## config.mk

```make
export PLATFORM = sky130hd
export DESIGN_NAME = cgm_ctrl
export DESIGN_NICKNAME = d
export VERILOG_FILES = /design/src/rtl/coulomb_glass_metropolis_step_assert.svh /design/src/rtl/cgm_pkg.sv /design/src/rtl/cgm_ctrl.sv
export SDC_FILE = /design/constraint.sdc
export NUM_CORES = 1
export LEC_CHECK = 0
export BUFFER_PORTS_ARGS = -buffer_cell sky130_fd_sc_hd__buf_2
export CELL_PAD_IN_SITES_DETAIL_PLACEMENT = 1
export CELL_PAD_IN_SITES_GLOBAL_PLACEMENT = 1
export CORE_UTILIZATION = 34
export CTS_CLUSTER_DIAMETER = 40
export CTS_CLUSTER_SIZE = 25
export DETAILED_ROUTE_END_ITERATION = 8
export GPL_TIMING_DRIVEN = 0
export PLACE_DENSITY_LB_ADDON = 0.3
export SLEW_MARGIN = 10
export SYNTH_ARGS = -nofsm -noshare
export SYNTH_HDL_FRONTEND = slang
export SYNTH_SLANG_ARGS = --single-unit
```

## constraint.sdc

```tcl
create_clock -name clk -period 2.2 [get_ports clk]
set_input_delay 0.33 -clock clk [delete_from_list [all_inputs] [get_ports clk]]
set_output_delay 0.33 -clock clk [all_outputs]
set_load 0.01 [all_outputs]
```

## src/rtl/coulomb_glass_metropolis_step_assert.svh

```systemverilog
// ----------------------------------------------------------------------------
// Assertion macros for the exchange engine
// Shared forms for concurrent checks, reset-qualified, reporting by $error.
// ----------------------------------------------------------------------------
`ifndef COULOMB_GLASS_METROPOLIS_STEP_ASSERT_SVH
`define COULOMB_GLASS_METROPOLIS_STEP_ASSERT_SVH

// Condition must hold at every clock edge out of reset
`define CGM_ASSERT(lbl, ck, rn, cond, msg) \
  lbl: assert property (@(posedge ck) disable iff (!(rn)) (cond)) else $error(msg);

// Antecedent implies consequent in the same cycle
`define CGM_IMPLY(lbl, ck, rn, ante, cons, msg) \
  lbl: assert property (@(posedge ck) disable iff (!(rn)) (ante) |-> (cons)) else $error(msg);

`endif

```

## src/rtl/cgm_pkg.sv

```systemverilog
// ----------------------------------------------------------------------------
// cgm_pkg
// Types, constants and elaboration-time table functions of the exchange engine.
// ----------------------------------------------------------------------------
package cgm_pkg;

  localparam int CGM_SIDE_DEF    = 16;
  localparam int CGM_EXP_DEF     = 256;
  localparam int EN_W            = 32;
  localparam int BETA_W          = 24;
  localparam int DRAW_W          = 16;
  localparam int IN_TDATA_W      = 72;
  localparam int OUT_TDATA_W     = 136;
  localparam int CFG_IDX_W       = 2;
  localparam int X16_W           = 39;
  localparam logic [23:0] BETA_RST = 24'd65536;
  localparam logic [127:0] EXP_M1_Q32 = 128'd1580030169;

  typedef enum logic [1:0] {
    CMD_LOAD    = 2'd0,
    CMD_PROPOSE = 2'd1,
    CMD_READ    = 2'd2,
    CMD_RESTART = 2'd3
  } cmd_t;

  typedef enum logic [CFG_IDX_W-1:0] {
    CFG_BETA  = 2'd0,
    CFG_START = 2'd1
  } cfg_reg_t;

  typedef enum logic [3:0] {
    OP_NONE,
    OP_CAPTURE,
    OP_LOAD_WR,
    OP_RESTART,
    OP_RD_E,
    OP_RD_H,
    OP_DIFF,
    OP_MUL,
    OP_INDEX,
    OP_LOOKUP,
    OP_DECIDE,
    OP_SWEEP,
    OP_READ_OUT,
    OP_LOAD_OUT
  } dp_op_t;

  typedef struct packed {
    logic acc;
    logic sweep_done;
    logic out_free;
  } cgm_status_t;

  typedef struct packed {
    logic               sat;
    logic signed [31:0] val;
  } clip_t;

  // Saturate a widened sum to the signed 32-bit range
  function automatic clip_t clip34(input logic signed [33:0] v);
    clip_t r;
    if (v > 34'sd2147483647) begin
      r.sat = 1'b1;
      r.val = 32'sh7FFFFFFF;
    end else if (v < -34'sd2147483648) begin
      r.sat = 1'b1;
      r.val = 32'sh80000000;
    end else begin
      r.sat = 1'b0;
      r.val = v[31:0];
    end
    return r;
  endfunction

  // Integer square root, bit by bit (table building only)
  function automatic logic [63:0] isqrt64(input logic [63:0] v);
    logic [63:0] x;
    logic [63:0] r;
    logic [63:0] b;
    x = v;
    r = '0;
    b = 64'd1 << 62;
    for (int i = 0; i < 32; i++) begin
      if (b > x) b = b >> 2;
    end
    for (int i = 0; i < 32; i++) begin
      if (b != 0) begin
        if (x >= r + b) begin
          x = x - (r + b);
          r = (r >> 1) + b;
        end else begin
          r = r >> 1;
        end
        b = b >> 2;
      end
    end
    return r;
  endfunction

  // exp(-x) in Q1.16 for x in Q32 (table building only)
  function automatic logic [16:0] exp_entry(input logic [63:0] xv);
    logic [127:0]        n;
    logic [127:0]        f;
    logic [127:0]        term;
    logic signed [127:0] sum;
    logic [127:0]        v;
    n    = 128'(xv >> 32);
    f    = 128'(xv[31:0]);
    term = 128'd1 << 32;
    sum  = $signed(term);
    for (int k = 1; k <= 24; k++) begin
      term = ((term * f) >> 32) / 128'(k);
      if ((k % 2) == 1) sum = sum - $signed(term);
      else sum = sum + $signed(term);
    end
    v = (sum < 0) ? '0 : 128'(sum);
    for (int i = 0; i < 16; i++) begin
      if (128'(i) < n) v = (v * EXP_M1_Q32 + (128'd1 << 31)) >> 32;
    end
    return 17'((v + (128'd1 << 15)) >> 16);
  endfunction

endpackage

```

## src/rtl/cgm_ctrl.sv

```systemverilog
// ----------------------------------------------------------------------------
// cgm_ctrl
// Command sequencer: walks each item through its datapath steps.
// ----------------------------------------------------------------------------
module cgm_ctrl
  import cgm_pkg::*;
(
  input  logic        clk,
  input  logic        rst_n,
  input  logic        in_tvalid,
  input  cmd_t        in_cmd,
  input  cgm_status_t status,
  output logic        in_tready,
  output dp_op_t      op
);

  typedef enum logic [3:0] {
    S_IDLE,
    S_LOAD,
    S_RESTART,
    S_RD_E,
    S_RD_H,
    S_DIFF,
    S_MUL,
    S_INDEX,
    S_LOOKUP,
    S_DECIDE,
    S_CHECK,
    S_SWEEP,
    S_RD_OUT,
    S_WAIT
  } state_t;

  state_t state_r;

  assign in_tready = (state_r == S_IDLE);

  // Decode the datapath step for each state
  always_comb begin
    unique case (state_r)
      S_IDLE:    op = in_tvalid ? OP_CAPTURE : OP_NONE;
      S_LOAD:    op = OP_LOAD_WR;
      S_RESTART: op = OP_RESTART;
      S_RD_E:    op = OP_RD_E;
      S_RD_H:    op = OP_RD_H;
      S_DIFF:    op = OP_DIFF;
      S_MUL:     op = OP_MUL;
      S_INDEX:   op = OP_INDEX;
      S_LOOKUP:  op = OP_LOOKUP;
      S_DECIDE:  op = OP_DECIDE;
      S_CHECK:   op = OP_NONE;
      S_SWEEP:   op = OP_SWEEP;
      S_RD_OUT:  op = OP_READ_OUT;
      S_WAIT:    op = status.out_free ? OP_LOAD_OUT : OP_READ_OUT;
      default:   op = OP_NONE;
    endcase
  end

  // Advance the sequence
  always_ff @(posedge clk) begin
    if (!rst_n) begin
      state_r <= S_IDLE;
    end else begin
      unique case (state_r)
        S_IDLE: begin
          if (in_tvalid) begin
            unique case (in_cmd)
              CMD_LOAD:    state_r <= S_LOAD;
              CMD_PROPOSE: state_r <= S_RD_E;
              CMD_READ:    state_r <= S_RD_OUT;
              CMD_RESTART: state_r <= S_RESTART;
              default:     state_r <= S_RD_OUT;
            endcase
          end
        end
        S_LOAD:    state_r <= S_RD_OUT;
        S_RESTART: state_r <= S_RD_OUT;
        S_RD_E:    state_r <= S_RD_H;
        S_RD_H:    state_r <= S_DIFF;
        S_DIFF:    state_r <= S_MUL;
        S_MUL:     state_r <= S_INDEX;
        S_INDEX:   state_r <= S_LOOKUP;
        S_LOOKUP:  state_r <= S_DECIDE;
        S_DECIDE:  state_r <= S_CHECK;
        S_CHECK:   state_r <= status.acc ? S_SWEEP : S_RD_OUT;
        S_SWEEP: begin
          if (status.sweep_done) state_r <= S_RD_OUT;
        end
        S_RD_OUT:  state_r <= S_WAIT;
        S_WAIT: begin
          if (status.out_free) state_r <= S_IDLE;
        end
        default:   state_r <= S_IDLE;
      endcase
    end
  end

endmodule

```

* After elaboration in Yosys (flattened, before gate mapping)
Cells that the tools add are included.
** Cells by class
- Equal/unequal tests :: 19
- Muxes and demuxes :: 9
- Reductions and logical operators :: 4
** Operators by type and width (count)
- 4-bit case mux with 13 select lines :: 2
- 4-bit equality test, second input constant :: 6
- 4-bit by 3-bit equality test with 1-bit output, second input constant :: 4
- 4-bit case mux with 4 select lines :: 1
- 4-bit 2-to-1 mux :: 3
- 4-bit by 2-bit equality test with 1-bit output, second input constant :: 2
- 2-bit != test, second input constant :: 3
- 2-bit equality test, second input constant :: 2
- 4-bit by 1-bit equality test with 1-bit output, second input constant :: 1
- 4-bit zero test :: 1
- 3-bit 2-to-1 mux :: 1
- 3-bit AND reduction :: 1
- 2-bit by 1-bit equality test with 1-bit output, second input constant :: 1
- 2-bit zero test :: 1
- 1-bit 2-to-1 mux :: 2
- 2-bit OR reduction :: 1
** Storage, ports and cells
- Register bits after elaboration :: 4
- Input bits :: 8
- Output and inout bits :: 5

* Depth between registers and ports, before layout
- Depth in word-level cells :: 4
- Gate-level depth with buffers :: 6
- Mapped depth without buffers :: 5

* Worst setup path after synthesis
No wires, ideal clock.
- Path kind :: flip-flop to flip-flop
- Start point :: register state_r[1]
- End point :: register state_r[1]
- Setup time :: 0.115 ns
- Arrival time :: 1.450 ns
- Setup slack :: 0.635 ns
- Stages on the path, launching flop included :: 7
- Path buffers :: 1
- Path through :: dfxtp_1 > buf_4 > nor4_2 > nand2b_1 > or3b_4 > a21oi_1 > o21a_1
** On the way
- Longest elaborated chain between the ends :: 3
- Elaborated cells on any way between the ends :: 20
- Classes of those cells :: eq/ne (16); mux (1); reduce/logical (3)
** Ends and longest elaborated chain
- start: declaration :: RTL line cgm_ctrl.sv:34 : state_t state_r;
- start signal: assignment :: RTL line cgm_ctrl.sv:85 : S_CHECK: state_r <= status.acc ? S_SWEEP : S_RD_OUT;
- 4-bit zero test (*)
- net in_tready :: RTL line cgm_ctrl.sv:13 : output logic in_tready,
- 2-bit != test (no source line)
- 3-bit AND reduction (no source line)
Mark *: on every way through the listed nets, which the timed path passes. The rest lies on a longest branch.
A chain may end at the register's enable or synchronous reset.

* Worst setup path in the final report
- Start point :: register state_r[0]
- End point :: output op[0]
** On the way
- Longest elaborated chain between the ends :: 2
- Elaborated cells on any way between the ends :: 14
- Classes of those cells :: eq/ne (12); mux (1); reduce/logical (1)
** Ends and longest elaborated chain
- 4-bit equality test, or another cell as far along :: RTL line cgm_ctrl.sv:40 : unique case (state_r)
- 4-bit case mux with 13 select lines (*) :: RTL line cgm_ctrl.sv:40
- end: declaration :: RTL line cgm_ctrl.sv:14 : output dp_op_t op
Every way passes the cells marked *; elsewhere a longest branch is shown, timed or not.

==> results.py <==
metrics = {
    "run_status": {
        "status": "finished, final reports clean",
    },
    "global_routing": {
        "grt_max_degree": 11,
        "grt_pass1_vias": 542,
        "grt-ovfl-total": 0,
        "grt_pass1_wl_mm": 2.26,
        "busiest_layer": "met2",
        "antenna_found_initial": 0,
        "gr-usage-all-layers_pct": 21.3,
        "met1_usage_pct": 25.8,
        "grtUsageMet3_pct": 6.67,
        "gr-usage-met2_pct": 38.3,
    },
    "critical_path": {
        "reg2reg_from": "state_r[0]",
        "worst-path-max-fanout": 10,
        "setup.worst_path.end_class": "primary output",
        "critPathRequiredTime_ps": 1870,
        "critPathKind": "flip-flop to primary output",
        "ff2ff_path_depth": 6,
        "reg2reg_slack_ps": 440,
        "cp.arrival_ps": 1710,
        "critPathLaunchType": "flip-flop",
        "crit_start": "state_r[0]",
        "rr_endpoint": "state_r[2]",
    },
    "clock_network": {
        "clockBufferDepth": 2,
        "clkTransAtPathRegs_ps": 40,
        "htreeDepth": 1,
        "root_buffer": "clkbuf_4",
        "hold_buffers": 0,
        "cts_resized": 0,
        "cts-buffers-inserted": 3,
        "cts_sinks": 4,
        "tritoncts": "yes",
        "post_cts_buffers": 0,
        "clk_latency_ps": 240,
    },
    "place": {
        "placement.io_buffers": 12,
        "place_area_um2": 571,
        "gp_congestion": 0.847,
        "dpl.hpwl_mm": 1.08,
    },
    "synthesis": {
        "synth_top_area_share_pct": 16.3,
        "synth-xor-area-share_pct": 3.56,
        "synth-seq-cells": 4,
        "synthAdderAreaFrac_pct": 0,
        "yosysWarnings": 0,
        "synthSimpleGateAreaFrac_pct": 32.6,
        "yosysSeqAreaShare_pct": 16.3,
        "synth_area_leader_cell": "dfxtp_1",
        "synth_ff_type": "dfxtp_1",
        "synth.area.mux_share_pct": 2.04,
        "synthArstFlopShare_pct": 0,
        "synth_cell_types": 34,
        "synth-compound-area-share_pct": 34.1,
        "synthCells": 73,
        "yosys-top-cells-area": "dfxtp_1 16%, o21ai_0 10%, nand2_1 6.9%",
        "synth_area_um2": 492,
        "syn_nets": 81,
        "synth_top_family_by_area": "compound AO/OA/AOI/OAI gates",
        "synth_edf_count": 0,
        "syn_avg_cell_area_um2": 6.74,
    },
    "final_layout": {
        "multiInputGateArea_um2": 355,
        "num-fill-cells": 188,
        "largest-register": "state_r",
        "largest_reg_flops": 4,
        "design_area_um2": 593,
        "seqCellArea_um2": 80.1,
        "drive_above_1_share_pct": 25.0,
        "area_growth_syn_to_layout_pct": 20.6,
        "num_antenna_cells": 0,
        "final_cell_mix": "12 x buf_2, 10 x o21ai_0, 9 x nand2_1",
        "nets": 98,
        "final_common_cell": "buf_2",
        "largestRegisters": "state_r x4",
    },
    "sta": {
        "setup_viol_count_final": 0,
        "max_freq_ghz": 0.490,
        "hold_violations": 0,
        "setup_tns_ps": 0,
        "slew_viol_final": 0,
        "worst_pin_slew_ps": 437,
        "rsz0062_at_grt": "false",
        "skew_ps": 3.04,
        "final.min_clock_period_ps": 2040,
        "finalCritPeriodShare_pct": 92.8,
        "maxSlewHeadroom_pct": 70.9,
    },
    "detailed_routing": {
        "drt-pass1-iter-count": 4,
        "viasPerCell": 5.58,
        "wire_per_inst_um": 13.9,
        "num_vias": 575,
        "drc": 0,
        "ant_nets": 0,
        "wirelength_mm": 1.44,
        "drt_iter0_drc": 3,
    },
    "hold_path": {
        "hold_path_depth": 2,
        "hold_start": "rst_n",
        "min_path_type": "input port to flip-flop",
        "min_to": "state_r[1]",
    },
    "flow_run": {
        "max_cap_violations": 0,
    },
    "power_and_ir_drop": {
        "p_total_uw": 853,
        "p_leak_nw": 0.242,
        "irDropWorstVdd_mv": 0.435,
        "p_per_area_nw_per_um2": 1440,
    },
    "die": {
        "die_h_um": 40.0,
        "io_pins": 13,
        "start_util_pct": 37.3,
        "rows": 13,
        "dieArea_um2": 1600,
        "core_area_um2": 1320,
        "fp.dieW_um": 40.0,
    },
}
synth_stat cells, drive strengths merged (2+ instances only):
cell and count:
a21oi 6, buf 3, clkbuf 4, dfxtp 4
inv 3, nand2 9, nand3 2, nor2 6
nor3 3, o21ai 10, o31ai 2
metrics by stage:
step / hold WS [ps] / instances / setup slack, ps / util (%)
2_1_floorplan: 438 / 73 / 635 / -
3_3_place_gp: 600 / 100 / 464 / 43.3
3_5_place_dp: 611 / 100 / 415 / 43.3
4_1_cts: 367 / 103 / 172 / 45.0
5_1_grt: 373 / 103 / 56.7 / 45.0
6_report: 370 / 103 / 158 / 45.0
cell type report:
| type | count | share of cell area (%) |
|---|---|---|
| multi-input cells | 59 | 59.9 |
| plain buffers | 7 | 7.59 |
| flip-flops and latches | 4 | 13.5 |
| inverters | 3 | 1.90 |
| well taps | 15 | 3.16 |
| repair buffers | 12 | 10.1 |
| clock buffers | 3 | 3.80 |
critical path, stage by stage (launching register included):
cell	delay (ps)
dfxtp_1	480
clkbuf_1	400
nor2_1	120
o21ai_0	220
nand3_1	100
buf_2	150
cells by family (layout without fill, tap and decap cells):
kind of cell | after synthesis | in the layout
and+or+nand+nor | 29 | 29
AOI/OAI and AO/OA | 27 | 27
buffers and inverters | 10 | 25
DFF | 4 | 4
xor gates and xnor gates | 2 | 2
muxes | 1 | 1
metal layers:
metal | vias up | routed length (um)
met3 | 0 | 31
met1 | 271 | 681
met4 | 0 | 0
met5 | - | 0
met2 | 12 | 722
li1 | 292 | -
power by group:
part | internal (mW) | switching, mW
Clock | 0.0609 | 0.0288
Combinational | 0.269 | 0.362
Sequential | 0.102 | 0.0304
worst max path at each step:
stage / to
floorplan: state_r[1]
global placement: op[0]
detailed placement: op[0]
CTS: op[0]
global route: op[0]
finish: op[0]
Note: power is estimated with default switching activity, not from simulation.
